===== src/rtl/br1rd_pkg.sv =====
// shared types and constants of the byterun1 row decoder
package br1rd_pkg;

  // field and state widths
  localparam int ROW_LEN_W     = 14;
  localparam int ROW_TOTAL_W   = 19;
  localparam int FILL_W        = 13;
  localparam int ROWS_W        = 20;
  localparam int RUN_W         = 8;
  localparam int CFG_IDX_W     = 2;
  localparam int CFG_DATA_W    = 19;
  localparam int OUT_LANES     = 8;
  localparam int LANE_CNT_W    = 4;
  localparam int OUT_W         = 64;

  localparam int MAX_ROW_LEN   = 8192;

  localparam logic [ROW_LEN_W-1:0]   ROW_LEN_RST   = ROW_LEN_W'(2);
  localparam logic [ROW_TOTAL_W-1:0] ROW_TOTAL_RST = ROW_TOTAL_W'(1);

  localparam logic [7:0] NOP_CODE = 8'h80;

  // configuration register indexes
  localparam logic [CFG_IDX_W-1:0] CFG_ROW_LEN   = CFG_IDX_W'(0);
  localparam logic [CFG_IDX_W-1:0] CFG_ROW_TOTAL = CFG_IDX_W'(1);

  typedef enum logic [1:0] {
    PH_CTRL,
    PH_LIT,
    PH_REP
  } phase_t;

  typedef enum logic [2:0] {
    ERR_NONE,
    ERR_LIT_OVER,
    ERR_REP_OVER,
    ERR_LIT_TRUNC,
    ERR_REP_MISSING,
    ERR_ROW_INCOMPLETE,
    ERR_BAD_TRAILER
  } err_t;

  typedef enum logic {
    ST_IDLE,
    ST_EMIT
  } st_t;

  // controller to datapath
  typedef struct packed {
    logic load;
    logic emit;
  } cmd_t;

  // datapath to controller
  typedef struct packed {
    logic chunk_last;
  } sts_t;

endpackage


===== src/rtl/br1rd_ctrl.sv =====
// controller state machine: input acceptance and result sequencing
module br1rd_ctrl (
  input  logic              clk,
  input  logic              rst_n,
  input  logic              in_valid,
  output logic              in_stall,
  output logic              out_valid,
  input  logic              out_stall,
  input  br1rd_pkg::sts_t   sts,
  output br1rd_pkg::cmd_t   cmd
);

  br1rd_pkg::st_t state_r, state_nxt;
  logic           out_valid_r, out_valid_nxt;
  logic           out_free;
  logic           emit;
  logic           accept;

  assign out_free = !out_valid_r || !out_stall;

  // outputs
  always_comb begin
    emit     = (state_r == br1rd_pkg::ST_EMIT) && out_free;
    in_stall = !((state_r == br1rd_pkg::ST_IDLE) || (emit && sts.chunk_last));
    accept   = in_valid && !in_stall;
    cmd.load = accept;
    cmd.emit = emit;
    if (emit) begin
      out_valid_nxt = 1'b1;
    end else if (!out_stall) begin
      out_valid_nxt = 1'b0;
    end else begin
      out_valid_nxt = out_valid_r;
    end
  end

  // next state
  always_comb begin
    state_nxt = state_r;
    unique case (state_r)
      br1rd_pkg::ST_IDLE: begin
        if (accept) state_nxt = br1rd_pkg::ST_EMIT;
      end
      br1rd_pkg::ST_EMIT: begin
        if (emit && sts.chunk_last && !accept) state_nxt = br1rd_pkg::ST_IDLE;
      end
      default: state_nxt = br1rd_pkg::ST_IDLE;
    endcase
  end

  always_ff @(posedge clk) begin
    if (!rst_n) begin
      state_r     <= br1rd_pkg::ST_IDLE;
      out_valid_r <= 1'b0;
    end else begin
      state_r     <= state_nxt;
      out_valid_r <= out_valid_nxt;
    end
  end

  assign out_valid = out_valid_r;

endmodule


===== src/rtl/br1rd_datapath.sv =====
// datapath: config registers, stream state, result descriptor, output register
module br1rd_datapath (
  input  logic                                  clk,
  input  logic                                  rst_n,
  input  logic                                  cfg_we,
  input  logic [br1rd_pkg::CFG_IDX_W-1:0]       cfg_index,
  input  logic [br1rd_pkg::CFG_DATA_W-1:0]      cfg_data,
  input  logic [7:0]                            in_byte,
  input  logic                                  in_is_last,
  input  br1rd_pkg::cmd_t                       cmd,
  output br1rd_pkg::sts_t                       sts,
  output logic [br1rd_pkg::OUT_W-1:0]           out_bytes,
  output logic [br1rd_pkg::LANE_CNT_W-1:0]      out_byte_count,
  output logic                                  out_run_end,
  output logic                                  out_row_end,
  output logic                                  out_stream_done,
  output logic [2:0]                            out_err_code
);

  // config
  logic [br1rd_pkg::ROW_LEN_W-1:0]   row_len_r;
  logic [br1rd_pkg::ROW_TOTAL_W-1:0] row_total_r;

  // stream state
  br1rd_pkg::phase_t                 phase_r, phase_nxt;
  logic [br1rd_pkg::RUN_W-1:0]       run_left_r, run_left_nxt;
  logic [br1rd_pkg::FILL_W-1:0]      row_fill_r, row_fill_nxt;
  logic [br1rd_pkg::ROWS_W-1:0]      rows_done_r, rows_done_nxt;
  br1rd_pkg::err_t                   err_r, err_nxt;

  // descriptor of the results still due for the current word
  logic [br1rd_pkg::RUN_W-1:0]       d_left_r, d_left_nxt;
  logic [7:0]                        d_byte_r;
  logic                              d_rend_r, d_rend_nxt;
  br1rd_pkg::err_t                   d_err_r, d_err_nxt;
  logic                              d_done_r, d_done_nxt;

  // output register
  logic [br1rd_pkg::OUT_W-1:0]       obytes_r, obytes_nxt;
  logic [br1rd_pkg::LANE_CNT_W-1:0]  ocount_r;
  logic                              orun_end_r, orow_end_r, odone_r;
  br1rd_pkg::err_t                   oerr_r;

  logic [br1rd_pkg::ROW_LEN_W-1:0]   eff_rb;
  logic [br1rd_pkg::ROW_TOTAL_W-1:0] eff_rt;
  logic [br1rd_pkg::ROW_LEN_W-1:0]   fill_ext;
  logic [br1rd_pkg::ROW_LEN_W-1:0]   room;
  logic [br1rd_pkg::ROW_LEN_W-1:0]   fill_t;
  logic [br1rd_pkg::RUN_W-1:0]       lit_cnt, rep_cnt;
  logic                              trailer;
  br1rd_pkg::err_t                   fin_err;
  logic [br1rd_pkg::LANE_CNT_W-1:0]  chunk;
  logic                              chunk_last;

  // effective register values and per-word state update
  always_comb begin
    eff_rb = row_len_r;
    if (row_len_r == '0) begin
      eff_rb = br1rd_pkg::ROW_LEN_W'(1);
    end else if (row_len_r > br1rd_pkg::ROW_LEN_W'(br1rd_pkg::MAX_ROW_LEN)) begin
      eff_rb = br1rd_pkg::ROW_LEN_W'(br1rd_pkg::MAX_ROW_LEN);
    end
    eff_rt   = (row_total_r == '0) ? br1rd_pkg::ROW_TOTAL_W'(1) : row_total_r;
    fill_ext = br1rd_pkg::ROW_LEN_W'(row_fill_r);
    room     = (fill_ext < eff_rb) ? (eff_rb - fill_ext) : '0;
    lit_cnt  = in_byte + 8'd1;
    rep_cnt  = ~in_byte + 8'd2;
    trailer  = rows_done_r >= br1rd_pkg::ROWS_W'(eff_rt);

    phase_nxt     = phase_r;
    run_left_nxt  = run_left_r;
    row_fill_nxt  = row_fill_r;
    rows_done_nxt = rows_done_r;
    err_nxt       = err_r;
    d_left_nxt    = '0;
    d_rend_nxt    = 1'b0;
    fill_t        = '0;

    if (err_r == br1rd_pkg::ERR_NONE) begin
      unique case (phase_r)
        br1rd_pkg::PH_CTRL: begin
          if (trailer) begin
            if (!((in_byte == br1rd_pkg::NOP_CODE) || ((in_byte == 8'd0) && in_is_last))) begin
              err_nxt = br1rd_pkg::ERR_BAD_TRAILER;
            end
          end else if (in_byte < br1rd_pkg::NOP_CODE) begin
            if (br1rd_pkg::ROW_LEN_W'(lit_cnt) > room) begin
              err_nxt = br1rd_pkg::ERR_LIT_OVER;
            end else if (in_is_last) begin
              err_nxt = br1rd_pkg::ERR_LIT_TRUNC;
            end else begin
              phase_nxt    = br1rd_pkg::PH_LIT;
              run_left_nxt = lit_cnt;
            end
          end else if (in_byte != br1rd_pkg::NOP_CODE) begin
            if (in_is_last) begin
              err_nxt = br1rd_pkg::ERR_REP_MISSING;
            end else if (br1rd_pkg::ROW_LEN_W'(rep_cnt) > room) begin
              err_nxt = br1rd_pkg::ERR_REP_OVER;
            end else begin
              phase_nxt    = br1rd_pkg::PH_REP;
              run_left_nxt = rep_cnt;
            end
          end
        end
        br1rd_pkg::PH_LIT: begin
          run_left_nxt = run_left_r - 8'd1;
          fill_t       = fill_ext + br1rd_pkg::ROW_LEN_W'(1);
          d_left_nxt   = 8'd1;
          if (fill_t >= eff_rb) begin
            row_fill_nxt  = '0;
            rows_done_nxt = rows_done_r + br1rd_pkg::ROWS_W'(1);
            d_rend_nxt    = 1'b1;
          end else begin
            row_fill_nxt = fill_t[br1rd_pkg::FILL_W-1:0];
          end
          if (run_left_nxt == '0) begin
            phase_nxt = br1rd_pkg::PH_CTRL;
          end else if (in_is_last) begin
            err_nxt = br1rd_pkg::ERR_LIT_TRUNC;
          end
        end
        default: begin
          // repeat value: the whole run lands at once
          fill_t       = fill_ext + br1rd_pkg::ROW_LEN_W'(run_left_r);
          d_left_nxt   = run_left_r;
          run_left_nxt = '0;
          phase_nxt    = br1rd_pkg::PH_CTRL;
          if (fill_t >= eff_rb) begin
            row_fill_nxt  = '0;
            rows_done_nxt = rows_done_r + br1rd_pkg::ROWS_W'(1);
            d_rend_nxt    = 1'b1;
          end else begin
            row_fill_nxt = fill_t[br1rd_pkg::FILL_W-1:0];
          end
        end
      endcase
    end

    // end of stream checks
    fin_err = err_nxt;
    if (fin_err == br1rd_pkg::ERR_NONE) begin
      if (phase_nxt == br1rd_pkg::PH_LIT) begin
        fin_err = br1rd_pkg::ERR_LIT_TRUNC;
      end else if (phase_nxt == br1rd_pkg::PH_REP) begin
        fin_err = br1rd_pkg::ERR_REP_MISSING;
      end else if (rows_done_nxt < br1rd_pkg::ROWS_W'(eff_rt)) begin
        fin_err = br1rd_pkg::ERR_ROW_INCOMPLETE;
      end
    end
    d_err_nxt  = in_is_last ? fin_err : err_nxt;
    d_done_nxt = in_is_last && (fin_err == br1rd_pkg::ERR_NONE);
    if (in_is_last) begin
      phase_nxt     = br1rd_pkg::PH_CTRL;
      run_left_nxt  = '0;
      row_fill_nxt  = '0;
      rows_done_nxt = '0;
      err_nxt       = br1rd_pkg::ERR_NONE;
    end
  end

  // chunk of up to eight lanes from the descriptor
  always_comb begin
    chunk_last = d_left_r <= br1rd_pkg::RUN_W'(br1rd_pkg::OUT_LANES);
    chunk      = (d_left_r < br1rd_pkg::RUN_W'(br1rd_pkg::OUT_LANES)) ?
                 d_left_r[br1rd_pkg::LANE_CNT_W-1:0] :
                 br1rd_pkg::LANE_CNT_W'(br1rd_pkg::OUT_LANES);
    obytes_nxt = '0;
    for (int i = 0; i < br1rd_pkg::OUT_LANES; i++) begin
      if (br1rd_pkg::LANE_CNT_W'(i) < chunk) obytes_nxt[8*i +: 8] = d_byte_r;
    end
  end

  assign sts.chunk_last = chunk_last;

  always_ff @(posedge clk) begin
    if (!rst_n) begin
      row_len_r   <= br1rd_pkg::ROW_LEN_RST;
      row_total_r <= br1rd_pkg::ROW_TOTAL_RST;
      phase_r     <= br1rd_pkg::PH_CTRL;
      run_left_r  <= '0;
      row_fill_r  <= '0;
      rows_done_r <= '0;
      err_r       <= br1rd_pkg::ERR_NONE;
    end else begin
      if (cfg_we) begin
        unique case (cfg_index)
          br1rd_pkg::CFG_ROW_LEN:   row_len_r   <= cfg_data[br1rd_pkg::ROW_LEN_W-1:0];
          br1rd_pkg::CFG_ROW_TOTAL: row_total_r <= cfg_data[br1rd_pkg::ROW_TOTAL_W-1:0];
          default: ;
        endcase
      end
      if (cmd.load) begin
        phase_r     <= phase_nxt;
        run_left_r  <= run_left_nxt;
        row_fill_r  <= row_fill_nxt;
        rows_done_r <= rows_done_nxt;
        err_r       <= err_nxt;
      end
    end
  end

  // descriptor and output register
  always_ff @(posedge clk) begin
    if (cmd.load) begin
      d_left_r <= d_left_nxt;
      d_byte_r <= in_byte;
      d_rend_r <= d_rend_nxt;
      d_err_r  <= d_err_nxt;
      d_done_r <= d_done_nxt;
    end else if (cmd.emit) begin
      d_left_r <= d_left_r - br1rd_pkg::RUN_W'(chunk);
    end
    if (cmd.emit) begin
      obytes_r   <= obytes_nxt;
      ocount_r   <= chunk;
      orun_end_r <= chunk_last;
      orow_end_r <= chunk_last && d_rend_r;
      odone_r    <= chunk_last && d_done_r;
      oerr_r     <= d_err_r;
    end
  end

  assign out_bytes       = obytes_r;
  assign out_byte_count  = ocount_r;
  assign out_run_end     = orun_end_r;
  assign out_row_end     = orow_end_r;
  assign out_stream_done = odone_r;
  assign out_err_code    = oerr_r;

endmodule


===== src/rtl/byterun1_row_decoder.sv =====
// top level of the byterun1 (packbits) row decoder
// Decodes a packbits-compressed body, one byte word per accepted input, into rows of
// row_len bytes, row_total rows per stream; the word flagged in_is_last ends the
// stream and the block then starts fresh for the next one (config is kept). Every input
// word gives at least one result word: a literal byte gives one result with one byte,
// a control byte, no-op or ignored byte gives one empty result, and a repeat of n bytes
// gives ceil(n/8) results of up to eight lanes each (up to 16 for a run of 128). The
// input word is registered into a descriptor, and the results then leave one per cycle
// whenever the single eight-lane output register is free. The next word is taken in
// the same cycle as the previous word's last result is loaded, so single-result words
// flow at one per cycle while the output register stays free.
// Errors stick until the last word of the stream and are reported on every result.
// Config writes are always ready; write them only while the block is idle.
module byterun1_row_decoder (
  input  logic                                  clk,
  input  logic                                  rst_n,
  // config write channel
  input  logic                                  cfg_valid,
  output logic                                  cfg_ready,
  input  logic [br1rd_pkg::CFG_IDX_W-1:0]       cfg_index,
  input  logic [br1rd_pkg::CFG_DATA_W-1:0]      cfg_data,
  // compressed byte input
  input  logic                                  in_valid,
  output logic                                  in_stall,
  input  logic [7:0]                            in_byte,
  input  logic                                  in_is_last,
  // decoded result output
  output logic                                  out_valid,
  input  logic                                  out_stall,
  output logic [br1rd_pkg::OUT_W-1:0]           out_bytes,
  output logic [br1rd_pkg::LANE_CNT_W-1:0]      out_byte_count,
  output logic                                  out_run_end,
  output logic                                  out_row_end,
  output logic                                  out_stream_done,
  output logic [2:0]                            out_err_code
);

  br1rd_pkg::cmd_t cmd;
  br1rd_pkg::sts_t sts;

  // config port never back-pressures
  assign cfg_ready = 1'b1;

  // sequencing: accept, then one result per free output slot
  br1rd_ctrl u_ctrl (
    .clk       (clk),
    .rst_n     (rst_n),
    .in_valid  (in_valid),
    .in_stall  (in_stall),
    .out_valid (out_valid),
    .out_stall (out_stall),
    .sts       (sts),
    .cmd       (cmd)
  );

  // decode state, run descriptor and output register
  br1rd_datapath u_dp (
    .clk             (clk),
    .rst_n           (rst_n),
    .cfg_we          (cfg_valid && cfg_ready),
    .cfg_index       (cfg_index),
    .cfg_data        (cfg_data),
    .in_byte         (in_byte),
    .in_is_last      (in_is_last),
    .cmd             (cmd),
    .sts             (sts),
    .out_bytes       (out_bytes),
    .out_byte_count  (out_byte_count),
    .out_run_end     (out_run_end),
    .out_row_end     (out_row_end),
    .out_stream_done (out_stream_done),
    .out_err_code    (out_err_code)
  );

  // a clean end of stream is only flagged on the closing result, with no error
  a_done_clean: assert property (@(posedge clk) disable iff (!rst_n)
    (out_valid && out_stream_done) |->
      (out_run_end && (out_err_code == 3'(br1rd_pkg::ERR_NONE))))
    else $error("stream_done without clean closing result");

  // a row only completes on the last result of a word
  a_row_end_last: assert property (@(posedge clk) disable iff (!rst_n)
    (out_valid && out_row_end) |-> out_run_end)
    else $error("row_end on a non-final result");

  // results before the last one of a repeat carry all lanes
  a_full_lanes: assert property (@(posedge clk) disable iff (!rst_n)
    (out_valid && !out_run_end) |->
      (out_byte_count == br1rd_pkg::LANE_CNT_W'(br1rd_pkg::OUT_LANES)))
    else $error("partial lane count before end of run");

  // a new word is only taken once the previous word's results are all issued
  a_load_after_emit: assert property (@(posedge clk) disable iff (!rst_n)
    (cmd.load && cmd.emit) |-> sts.chunk_last)
    else $error("input taken while results still pending");

endmodule


===== config.mk =====
export PLATFORM = sky130hd
export DESIGN_NAME = byterun1_row_decoder
export DESIGN_NICKNAME = d
export VERILOG_FILES = /design/src/rtl/br1rd_pkg.sv /design/src/rtl/br1rd_ctrl.sv /design/src/rtl/br1rd_datapath.sv /design/src/rtl/byterun1_row_decoder.sv
export SDC_FILE = /design/constraint.sdc
export NUM_CORES = 1
export LEC_CHECK = 0
export ABC_AREA = 0
export CAP_MARGIN = 20
export CORE_AREA = 2 2 138 140
export CTS_CLUSTER_DIAMETER = 50
export DETAILED_ROUTE_END_ITERATION = 10
export DIE_AREA = 0 0 140 142
export DONT_BUFFER_PORTS = 1
export GPL_ROUTABILITY_DRIVEN = 0
export GPL_TIMING_DRIVEN = 1
export MAX_ROUTING_LAYER = met4
export PLACE_DENSITY = 0.8
export SYNTH_ARGS = -nofsm -noshare
export SYNTH_HDL_FRONTEND = slang
export SYNTH_HIERARCHICAL = 1
export SYNTH_SLANG_ARGS = --single-unit

===== constraint.sdc =====
create_clock -name clk -period 12.55 [get_ports clk]
set_clock_uncertainty 0.05 [all_clocks]
set_input_delay 1.255 -clock clk [delete_from_list [all_inputs] [get_ports clk]]
set_output_delay 1.255 -clock clk [all_outputs]
set_load 0.02 [all_outputs]

==> results of run 1 <==
[layout make-up]
| class | instances | area share |
|---|---|---|
| repair buffers | 10 | 0.00581 |
| clock inverters | 15 | 0.0154 |
| flip-flops and latches | 176 | 0.358 |
| inverters | 78 | 0.0234 |
| well taps | 234 | 0.0234 |
| clock buffers | 17 | 0.0341 |
| multi-input cells | 989 | 0.539 |
[state kept, by name (all words and copies together) (netlist names)]
| register | flops |
|---|---|
| u_dp/out_bytes | 64 |
| u_dp/rows_done_r | 20 |
| u_dp/row_total_r | 19 |
| u_dp/row_len_r | 14 |
| u_dp/row_fill_r | 13 |
| u_dp/d_byte_r | 8 |
| u_dp/d_left_r | 8 |
| u_dp/run_left_r | 8 |
| u_dp/out_byte_count | 4 |
| u_dp/d_err_r | 3 |
| u_dp/err_r | 3 |
| u_dp/out_err_code | 3 |
| u_dp/phase_r | 2 |
| u_ctrl/out_valid | 1 |
| u_ctrl/state_r | 1 |
| u_dp/d_done_r | 1 |
| u_dp/d_rend_r | 1 |
| u_dp/out_row_end | 1 |
| u_dp/out_run_end | 1 |
| u_dp/out_stream_done | 1 |
[synthesized netlist by cell type, drive strengths merged, types with 13 or more instances]
master  instances  area, um^2
nor3           35         180
dfxtp          81        1620
a21boi         43         323
edfxtp         95        2850
o21a           13        97.6
nand3          27         135
xor2           16         140
clkbuf         44         166
xnor2          47         412
nor2           69         259
a21o           18         135
nand2         172         646
ha            108        1350
nor2b          70         438
nand4          19         119
and3           15        98.8
inv            78         293
a21oi          63         323
and2           36         225
o21ai          50         250
a22oi          22         170
[critical path, delay by kind of cell, from the launching register on]
family / cells / cell delay, ns
adders and majority gates: 5 / 1.67
buffers and inverters: 1 / 0.19
xor gates and xnor gates: 2 / 0.41
and+or+nand+nor: 8 / 1.72
AOI/OAI and AO/OA: 14 / 2.36
DFF: 1 / 0.39
[per-layer routing]
metal  up-vias  global-route usage
met2       355               0.454
met4         0               0.103
met1      4420               0.353
met3        57              0.0495
met5         -                   -
li1       4595                   -
[worst max-delay path by stage]
stage	from	endpoint	slack, ns	cells after the start
2_1_floorplan	u_dp/run_left_r[0]$_SDFFE_PN0P_	u_dp/d_err_r[2]$_DFFE_PP_	6.39	29
3_3_place_gp	u_dp/run_left_r[0]$_SDFFE_PN0P_	u_dp/d_err_r[2]$_DFFE_PP_	6.12	30
3_5_place_dp	u_dp/run_left_r[0]$_SDFFE_PN0P_	u_dp/d_err_r[2]$_DFFE_PP_	5.76	30
4_1_cts	u_dp/run_left_r[0]$_SDFFE_PN0P_	u_dp/d_err_r[2]$_DFFE_PP_	5.70	30
5_1_grt	u_dp/run_left_r[0]$_SDFFE_PN0P_	u_dp/d_err_r[2]$_DFFE_PP_	5.05	30
6_report	u_dp/run_left_r[0]$_SDFFE_PN0P_	u_dp/d_err_r[2]$_DFFE_PP_	5.56	30
[report_power, final]
group	leakage, nW	switching (mW)	total [mW]	internal, mW
clock network	0.301	0.248	0.552	0.304
logic	3.02	0.183	0.305	0.121
registers	1.56	0.0716	0.751	0.679
[through the flow]
step / util / hold slack, ns / std cells / instance area [um^2]
floorplan: - / 0.350 / 1298 / 11700
global placement: 0.643 / 0.357 / 1486 / 11900
detailed placement: 0.643 / 0.357 / 1486 / 11900
CTS: 0.676 / 0.384 / 1518 / 12500
global route: 0.677 / 0.381 / 1519 / 12500
finish: 0.677 / 0.386 / 1519 / 12500
[kinds of logic (layout without fill, tap and decap cells)]
logic type / Yosys count / after routing
fa+ha+maj: 112 / 112
flops: 176 / 176
xor+xnor: 63 / 63
other cells: 2 / 2
mux: 11 / 11
simple gates: 504 / 504
compound gates: 297 / 297
buf+inv: 133 / 120
==> flow_summary_export.csv, run 1 <==
group,metric,value,unit
global_route,grt_overflow_total,0,
finish,final_cell_mix,"sky130_fd_sc_hd__nand2_1, sky130_fd_sc_hd__ha_1, sky130_fd_sc_hd__edfxtp_1, sky130_fd_sc_hd__dfxtp_1, sky130_fd_sc_hd__inv_1",
routing,wl,26.7,mm
synthesis,synthesized_instance_count,1298,
clocking,postCtsSetupBuffers,0,
sta,setup_total_negative_slack,0,ns
clocking,post_cts_resize_count,0,
placed_design,io_buffer_count,0,
worst_setup_path,crit_path_top_delay_cell,"sky130_fd_sc_hd__nor4b_2",
clocking,cts.sinks,176,
status,violated_checks,"DRC",
finish,fillers,1440,
sta,worst_slack,5.56,ns
finish,multi_input_area,0.00674,mm^2
routing,remaining_drc_errors,17,
finish,flow.area_growth_from_synthesis,6.45,%
finish,drive_above_1_share,0.0537,
sta,period_minus_slack,6.99,ns
clocking,worst_setup_hold_path_clk_slew,0.07,ns
clocking,post_cts_hold_buffer_count,0,
worst_setup_path,timing.critical_path.slowest_cell_delay,0.60,ns
synthesis,ys_types,85,
hold_path,min_path_cells,0,
flow_run,timing.max_cap.violations,0,
routing,ant_nets,0,
synthesis,synth_simple_gate_area_frac,0.216,
worst_setup_path,critPathMaxFanout,10,
hold_path,holdCritPathClass,"flip-flop to flip-flop",
synthesis,synth-xor-area-share,0.0470,
worst_setup_path,worst-endpoint-arrival,7.17,ns
routing,wl_met3,1.66,mm
clocking,max_clock_buf_depth,2,
finish,most_common_cell_after_layout_fill_and_taps_aside,"sky130_fd_sc_hd__nand2_1",
synthesis,synthesis.area,0.0117,mm^2
hold_path,holdCritStartpoint,"u_dp/d_err_r[1]$_DFFE_PP_",
clocking,worstSkewPairLatency,0.43,ns
clocking,clock_buffers_created_by_tritoncts,17,
hold_path,hold_end,"u_dp/out_err_code[1]$_DFFE_PP_",
routing,first_iter_violations,822,
worst_setup_path,rr_endpoint,"u_dp/d_err_r[2]$_DFFE_PP_",
global_route,pin_count_of_the_biggest_net_entering_global_routing,81,
pwr,total_power,1.61,mW
floorplanning,core,0.0185,mm^2
synthesis,syn_avg_cell_area,9.04,um^2
sta,timing_hold_violations_final,0,
worst_setup_path,critPathCaptureType,"flip-flop",
global_route,grt_pass1_wl,43.7,mm
synthesis,yosys-mux-area-fraction,0.00949,
placed_design,preCtsSetupSlack,5.76,ns
status,outcome,"finished with violations",
synthesis,yosysWarningCount,6,
global_route,number_of_global_route_vias_before_repair,8829,
routing,wl_met1,11.7,mm
pwr,power_density,129,mW/mm^2
routing,drt_pre_antenna_iters,11,
pwr,leakage,4.88,nW
finish,nets,1417,
routing,top_signal_layer_used,"met4",
floorplanning,io-pin-count,112,
worst_setup_path,r2r_start,"u_dp/run_left_r[0]$_SDFFE_PN0P_",
global_route,grtUsageTotal,0.279,
synthesis,sequential_cell_area_fraction_in_the_yosys_report,0.381,
finish,sequential_cell_area,0.00447,mm^2
synthesis,synth_compound_area_frac,0.181,
floorplanning,die-area,0.0199,mm^2
routing,met2_wirelength,12.7,mm
placed_design,dp.final_hpwl,19.6,mm
routing,post_drt_wl_per_cell,17.6,um
synthesis,ys_async_sr_fraction,0,
finish,antenna_cells_inserted,0,
floorplanning,die_height,142,um
sta,worstMarginPinSlew,0.854,ns
clocking,cts_tree,"done",
sta,grt_setup_unrepaired,"false",
sta,slew_headroom,0.430,
worst_setup_path,required,12.74,ns
global_route,number_of_antenna_violations_at_the_first_check_in_global_routing,0,
sta,finalCritPeriodShare,0.557,
worst_setup_path,worstSetupStartpointType,"flip-flop",
clocking,cts.htree.levels,4,
floorplanning,placementRows,50,
worst_setup_path,worst-r2r-cell-count,30,
synthesis,largest_family_of_logic_cells_by_synthesized_area,"simple AND/OR/NAND/NOR gates",
synthesis,synth-main-ff-cell,"sky130_fd_sc_hd__edfxtp_1",
sta,clock.fmax,0.143,GHz
floorplanning,die_width,140,um
floorplanning,initial_utilization,0.636,
sta,setup_violations,0,
pwr,worst_ir_drop_vdd,0.105,mV
synthesis,synth-edff-count,95,
routing,route.detailed.vias_per_inst,6.21,
synthesis,syn_nets,1443,
worst_setup_path,critPathMostFrequentCell,"sky130_fd_sc_hd__a21oi_1",
worst_setup_path,worst-setup-path-type,"flip-flop to flip-flop",
synthesis,post_synth_fa_ha_maj_area_fraction,0.120,
synthesis,synth.ff_latch_count,176,
clocking,clockRootBuffer,"sky130_fd_sc_hd__clkbuf_16",
sta,timing.final.max_slew_violations,0,
routing,vias,9427,
worst_setup_path,timing.reg2reg.setup_slack,5.56,ns
Power figures use the tool's default switching activity.
==> run 2: changes to the inputs <==
--- a/config.mk
+++ b/config.mk
@@ -7,15 +7,15 @@
 export LEC_CHECK = 0
 export ABC_AREA = 0
 export CAP_MARGIN = 20
-export CORE_AREA = 2 2 138 140
+export CORE_AREA = 2 2 145 147
 export CTS_CLUSTER_DIAMETER = 50
 export DETAILED_ROUTE_END_ITERATION = 10
-export DIE_AREA = 0 0 140 142
+export DIE_AREA = 0 0 147 149
 export DONT_BUFFER_PORTS = 1
 export GPL_ROUTABILITY_DRIVEN = 0
 export GPL_TIMING_DRIVEN = 1
 export MAX_ROUTING_LAYER = met4
-export PLACE_DENSITY = 0.8
+export PLACE_DENSITY = 0.76
 export SYNTH_ARGS = -nofsm -noshare
 export SYNTH_HDL_FRONTEND = slang
 export SYNTH_HIERARCHICAL = 1
==> constraint.sdc (replaced) <==
create_clock -name clk -period 6.1 [get_ports clk]
set_clock_uncertainty 0.05 [all_clocks]
set_input_delay 0.61 -clock clk [delete_from_list [all_inputs] [get_ports clk]]
set_output_delay 0.61 -clock clk [all_outputs]
set_load 0.02 [all_outputs]
==> run 2 against run 1 <==
Effect of this change:
- the flow now finishes without violations
- power grew 100%
- fmax grew 15%
- clock power increased by 90%
- die area rose by 10%
- utilization is 5.4 points lower
- critical path depth fell by 2
- wire length increased by 6.5%
- clock-buffer cell count stayed put
- critical path type unchanged
- largest power group unchanged
- highest routed layer unchanged
==> flow_summary_export.csv, run 2 (same netlist as run 1, synthesis figures left out) <==
group,metric,value,unit
status,outcome,"finished clean",
finish,most_common_cell_after_layout_fill_and_taps_aside,"sky130_fd_sc_hd__nand2_1",
placed_design,io_buffer_count,0,
worst_setup_path,worst-endpoint-arrival,6.26,ns
clocking,cts.sinks,176,
floorplanning,core,0.0206,mm^2
routing,drt_pre_antenna_iters,5,
routing,route.detailed.vias_per_inst,6.00,
sta,grt_setup_unrepaired,"true",
worst_setup_path,required,6.31,ns
finish,finish.utilization,0.622,
floorplanning,die_height,149,um
pwr,power_density,254,mW/mm^2
routing,remaining_drc_errors,0,
global_route,grt_pass1_wl,45.8,mm
finish,drive_above_1_share,0.0899,
clocking,worstSkewPairLatency,0.44,ns
floorplanning,die_width,147,um
routing,vias,9523,
clocking,clock_buffers_created_by_tritoncts,17,
routing,ant_nets,0,
sta,worstMarginPinSlew,0.888,ns
flow_run,timing.max_cap.violations,0,
clocking,cts_tree,"done",
sta,fin_hold_ws,0.211,ns
sta,timing.final.max_slew_violations,0,
global_route,number_of_global_route_vias_before_repair,9079,
sta,slew_headroom,0.408,
pwr,leakage,5.02,nW
pwr,power.share.switching,0.324,
global_route,pin_count_of_the_biggest_net_entering_global_routing,81,
finish,largest_register_ffs,64,
pwr,sequentialPowerShare,0.477,
global_route,grt_overflow_total,0,
routing,post_drt_wl_per_cell,17.9,um
hold_path,holdCritPathClass,"input port to flip-flop",
finish,antenna_cells_inserted,0,
clocking,max_clock_buf_depth,2,
clocking,cts.htree.levels,4,
finish,nets,1445,
pwr,power_report.internal_total,2.20,mW
clocking,clockRootBuffer,"sky130_fd_sc_hd__clkbuf_16",
global_route,number_of_antenna_violations_at_the_first_check_in_global_routing,0,
finish,flow.area_growth_from_synthesis,9.05,%
floorplanning,placementRows,53,
sta,clock.fmax,0.165,GHz
placed_design,dp.final_hpwl,20.8,mm
finish,final_cell_mix,"sky130_fd_sc_hd__nand2_1, sky130_fd_sc_hd__ha_1, sky130_fd_sc_hd__edfxtp_1, sky130_fd_sc_hd__dfxtp_1, sky130_fd_sc_hd__inv_1",
floorplanning,io-pin-count,112,
worst_setup_path,worst-setup-path-type,"flip-flop to flip-flop",
worst_setup_path,critPathMaxFanout,4,
routing,wl,28.5,mm
worst_setup_path,crit_path_top_delay_cell,"sky130_fd_sc_hd__or4_1",
pwr,fraction_of_power_consumed_by_combinational_cells,0.199,
sta,setup_total_negative_slack,0,ns
worst_setup_path,worstSetupStartpointType,"flip-flop",
placed_design,preCtsSetupSlack,-0.254,ns
floorplanning,initial_utilization,0.571,
sta,setup_violations,0,
sta,period_minus_slack,6.05,ns
floorplanning,die-area,0.0219,mm^2
routing,first_iter_violations,786,
sta,worst_slack,0.0482,ns
pwr,worst_ir_drop_vdd,0.199,mV
global_route,grtUsageTotal,0.267,
pwr,share_clk_of_total_power,0.324,
clocking,worst_setup_hold_path_clk_slew,0.07,ns
pwr,power.net_switching,1.05,mW
worst_setup_path,timing.critical_path.slowest_cell_delay,0.53,ns
worst_setup_path,critPathCaptureType,"flip-flop",
sta,timing_hold_violations_final,0,
sta,finalCritPeriodShare,0.992,
[run 2: cell count changes in the layout (fill, tap and decap cells not counted), sizes merged]
| cell | change |
|---|---|
| buf | +26 |
| bufinv | -2 |
| clkbuf | +2 |
| clkinv | -1 |
| clkinvlp | +2 |
| inv | +1 |
[run 2: area by class of cell]
| type | instances | area [um^2] |
|---|---|---|
| Clock buffer | 17 | 425 |
| Inverter | 78 | 293 |
| Multi-Input combinational cell | 989 | 6830 |
| Sequential cell | 176 | 4480 |
| Tap cell | 275 | 344 |
| Fill cell | 1687 | 7770 |
| Clock inverter | 15 | 139 |
| Timing Repair Buffer | 38 | 280 |
[run 2: worst max-delay path, delay by kind of cell (launching register included)]
kind                       cells  cell delay [ns]
DFF                            1             0.34
and+or+nand+nor                6             1.15
adders and majority gates      5             1.41
xor gates and xnor gates       2             0.41
AOI/OAI and AO/OA             15             2.52
[run 2: path summary, 6_finish.rpt]
kind / from / endpoint / slack [ns] / cells past startpoint
worst min-delay path: in_byte[4] / u_dp/d_byte_r[4]$_DFFE_PP_ / 0.21 / 0
worst max-delay path: u_dp/row_fill_r[0]$_SDFFE_PN0P_ / u_dp/d_err_r[2]$_DFFE_PP_ / 0.05 / 28
worst max register to register: u_dp/row_fill_r[0]$_SDFFE_PN0P_ / u_dp/d_err_r[2]$_DFFE_PP_ / 0.05 / 28
worst min register to register: u_dp/d_err_r[0]$_DFFE_PP_ / u_dp/out_err_code[0]$_DFFE_PP_ / 0.38 / 0
[run 2: metrics by stage]
stage / std cells / area [um^2] / total power, mW
floorplan: 1298 / 11700 / 2.04
global placement: 1548 / 12100 / 2.18
detailed placement: 1548 / 12100 / 2.20
CTS: 1582 / 12700 / 3.26
global route: 1588 / 12800 / 3.40
finish: 1588 / 12800 / 3.25
[run 2: power groups by stage]
stage               combinational (mW)  clock (mW)  sequential (mW)
finish                           0.646        1.05             1.55
global route                     0.718        1.12             1.56
CTS                              0.635        1.07             1.55
detailed placement               0.628           0             1.58
global placement                 0.609           0             1.57
floorplan                        0.505           0             1.54
[run 2: layer usage]
metal | vias to the layer above | share of wire | GRT usage
li1 | 4630 | - | -
met1 | 4485 | 0.43 | 0.330
met2 | 361 | 0.48 | 0.444
met3 | 47 | 0.058 | 0.0529
met4 | 0 | 0.023 | 0.0875
met5 | - | 0 | -
[run 2: what timing repair did]
item                       4_1_cts  5_1_grt
resized for setup                7       21
setup endpoints to repair        2        3
buffers inserted                 2        4
hold buffers                     0        0
pin swaps                        4       28
gates cloned                     0        0
==> run 3: changes to the inputs <==
--- a/config.mk
+++ b/config.mk
@@ -7,15 +7,15 @@
 export LEC_CHECK = 0
 export ABC_AREA = 0
 export CAP_MARGIN = 20
-export CORE_AREA = 2 2 145 147
+export CORE_AREA = 2 2 132 160
 export CTS_CLUSTER_DIAMETER = 50
 export DETAILED_ROUTE_END_ITERATION = 10
-export DIE_AREA = 0 0 147 149
+export DIE_AREA = 0 0 134 162
 export DONT_BUFFER_PORTS = 1
 export GPL_ROUTABILITY_DRIVEN = 0
 export GPL_TIMING_DRIVEN = 1
 export MAX_ROUTING_LAYER = met4
-export PLACE_DENSITY = 0.76
+export PLACE_DENSITY = 0.77
 export SYNTH_ARGS = -nofsm -noshare
 export SYNTH_HDL_FRONTEND = slang
 export SYNTH_HIERARCHICAL = 1
==> run 3 against run 2 <==
Effect of this change:
- die area shrank 0.89%
- sequential cell count stayed put
- clock power barely moved
- first-iteration DRC count decreased by 11%
- cell area is 0.47% lower
- non-clock buffer count is 6 lower
- clock-buffer cell count up 1
- largest cell class unchanged
- largest power group unchanged
- highest routed layer unchanged
==> flow_summary_export.csv, run 3 (same netlist as run 1, synthesis figures left out) <==
group,metric,value,unit
finish,nets,1439,
routing,drt_pre_antenna_iters,5,
pwr,total_power,3.25,mW
finish,drive_above_1_share,0.0826,
routing,first_iter_violations,700,
worst_setup_path,worst-setup-path-type,"flip-flop to flip-flop",
sta,clock.fmax,0.168,GHz
clocking,clockRootBuffer,"sky130_fd_sc_hd__clkbuf_16",
clocking,worstSkewPairLatency,0.43,ns
global_route,gr_met1_demand_resource,0.308,
sta,setup_violations,0,
worst_setup_path,critPathCaptureType,"flip-flop",
clocking,cts.htree.levels,4,
routing,remaining_drc_errors,0,
worst_setup_path,critPathMaxFanout,5,
status,outcome,"finished clean",
global_route,use_met3,0.0403,
floorplanning,initial_utilization,0.585,
worst_setup_path,required,6.31,ns
sta,worstMarginPinSlew,0.914,ns
global_route,pin_count_of_the_biggest_net_entering_global_routing,81,
flow_run,timing.max_cap.violations,0,
finish,final_cell_mix,"sky130_fd_sc_hd__nand2_1, sky130_fd_sc_hd__ha_1, sky130_fd_sc_hd__edfxtp_1, sky130_fd_sc_hd__dfxtp_1, sky130_fd_sc_hd__inv_1",
routing,wl,28.1,mm
pwr,power_density,256,mW/mm^2
floorplanning,placementRows,57,
clocking,post_cts_hold_buffer_count,0,
worst_setup_path,crit_path_top_delay_cell,"sky130_fd_sc_hd__or4_1",
sta,timing.final.max_slew_violations,0,
routing,ant_nets,0,
global_route,number_of_antenna_violations_at_the_first_check_in_global_routing,0,
sta,timing_hold_violations_final,0,
clocking,clock_buffers_created_by_tritoncts,17,
placed_design,dp.final_hpwl,21.0,mm
floorplanning,core,0.0200,mm^2
worst_setup_path,timing.critical_path.slowest_cell_delay,0.48,ns
placed_design,place_area,0.0121,mm^2
worst_setup_path,worst-endpoint-arrival,6.15,ns
finish,flow.area_growth_from_synthesis,8.53,%
floorplanning,io-pin-count,112,
sta,setup_total_negative_slack,0,ns
sta,finalCritPeriodShare,0.974,
routing,route.detailed.vias_per_inst,6.09,
finish,finish.utilization,0.635,
routing,vias,9566,
clocking,worst_setup_hold_path_clk_slew,0.07,ns
global_route,grtUsageMet2,0.466,
pwr,worst_ir_drop_vdd,0.211,mV
finish,finish.instance_area,0.0127,mm^2
global_route,grt_overflow_total,0,
hold_path,holdCritPathClass,"input port to flip-flop",
finish,largest_register_ffs,64,
sta,grt_setup_unrepaired,"true",
routing,post_drt_wl_per_cell,17.9,um
clocking,max_clock_buf_depth,2,
worst_setup_path,cpLargestDelayFamily,"compound AO/OA/AOI/OAI gates",
pwr,leakage,4.99,nW
finish,most_common_cell_after_layout_fill_and_taps_aside,"sky130_fd_sc_hd__nand2_1",
floorplanning,die-area,0.0217,mm^2
finish,antenna_cells_inserted,0,
sta,fin_hold_ws,0.223,ns
placed_design,io_buffer_count,0,
clocking,cts_tree,"done",
global_route,busiest_layer,"met2",
worst_setup_path,worstSetupStartpointType,"flip-flop",
global_route,grtUsageTotal,0.267,
clocking,cts.sinks,176,
floorplanning,die_height,162,um
worst_setup_path,critPathMostFrequentCell,"sky130_fd_sc_hd__a21oi_2",
sta,period_minus_slack,5.94,ns
worst_setup_path,worstPathBufferInverterCount,0,
floorplanning,die_width,134,um
global_route,grt_pass1_wl,45.6,mm
sta,slew_headroom,0.386,
global_route,number_of_global_route_vias_before_repair,9320,
-- run 3: cell types whose count changed in the layout (fill, tap and decap cells not counted), sizes merged --
cell      previous run  this run
buf                 36        32
clkbuf              19        18
clkinv               4         5
clkinvlp             3         2
inv                 86        85
-- run 3: routing by layer --
metal / vias to the layer above / share of wire / routed length, um
met5: - / 0 / 0
met3: 73 / 0.052 / 1470
met2: 356 / 0.51 / 14300
met1: 4491 / 0.41 / 11500
li1: 4646 / - / -
met4: 0 / 0.030 / 838
-- run 3: cell type report --
type                       count  area (um^2)
fill                        1618         7310
sequential                   176         4480
tap                          265          332
clock buffer                  18          429
timing repair buffer          32          240
inverter                      78          293
multi-input combinational    989         6820
clock inverter                14          143
-- run 3: final timing paths --
kind                                                 startpoint                               end  slack [ns]  cells past startpoint
worst min-delay path                                      rst_n  u_dp/row_total_r[0]$_SDFFE_PN1P_        0.22                      1
worst max-delay path            u_dp/run_left_r[0]$_SDFFE_PN0P_         u_dp/d_err_r[2]$_DFFE_PP_        0.16                     29
worst max register to register  u_dp/run_left_r[0]$_SDFFE_PN0P_         u_dp/d_err_r[2]$_DFFE_PP_        0.16                     29
worst min register to register        u_dp/d_err_r[0]$_DFFE_PP_    u_dp/out_err_code[0]$_DFFE_PP_        0.37                      0
-- run 3: repair_timing --
item                                    4_1_cts  5_1_grt
gates resized for setup                       4       19
endpoints found under the setup margin        2        3
pin swaps                                     6       12
setup buffers                                 3        1
-- run 3: through the flow --
step                std cells  setup WS (ns)
floorplan                1298          0.105
global placement         1538         0.0288
detailed placement       1538         -0.179
CTS                      1573        0.00154
global route             1572         -0.182
finish                   1572          0.157
-- run 3: worst reg2reg max path: cells and delay by family (launching register included) --
kind            cells  cell delay, ns
compound gates     14            2.12
fa+ha+maj           5            1.54
simple gates        8            1.46
flops               1            0.32
xor+xnor            2            0.31
-- run 3: where the power goes --
| part | switching [mW] | leakage [nW] | total, mW | internal [mW] |
|---|---|---|---|---|
| clock network | 0.513 | 0.275 | 1.06 | 0.545 |
| registers | 0.152 | 1.57 | 1.55 | 1.40 |
| logic | 0.388 | 3.15 | 0.647 | 0.259 |
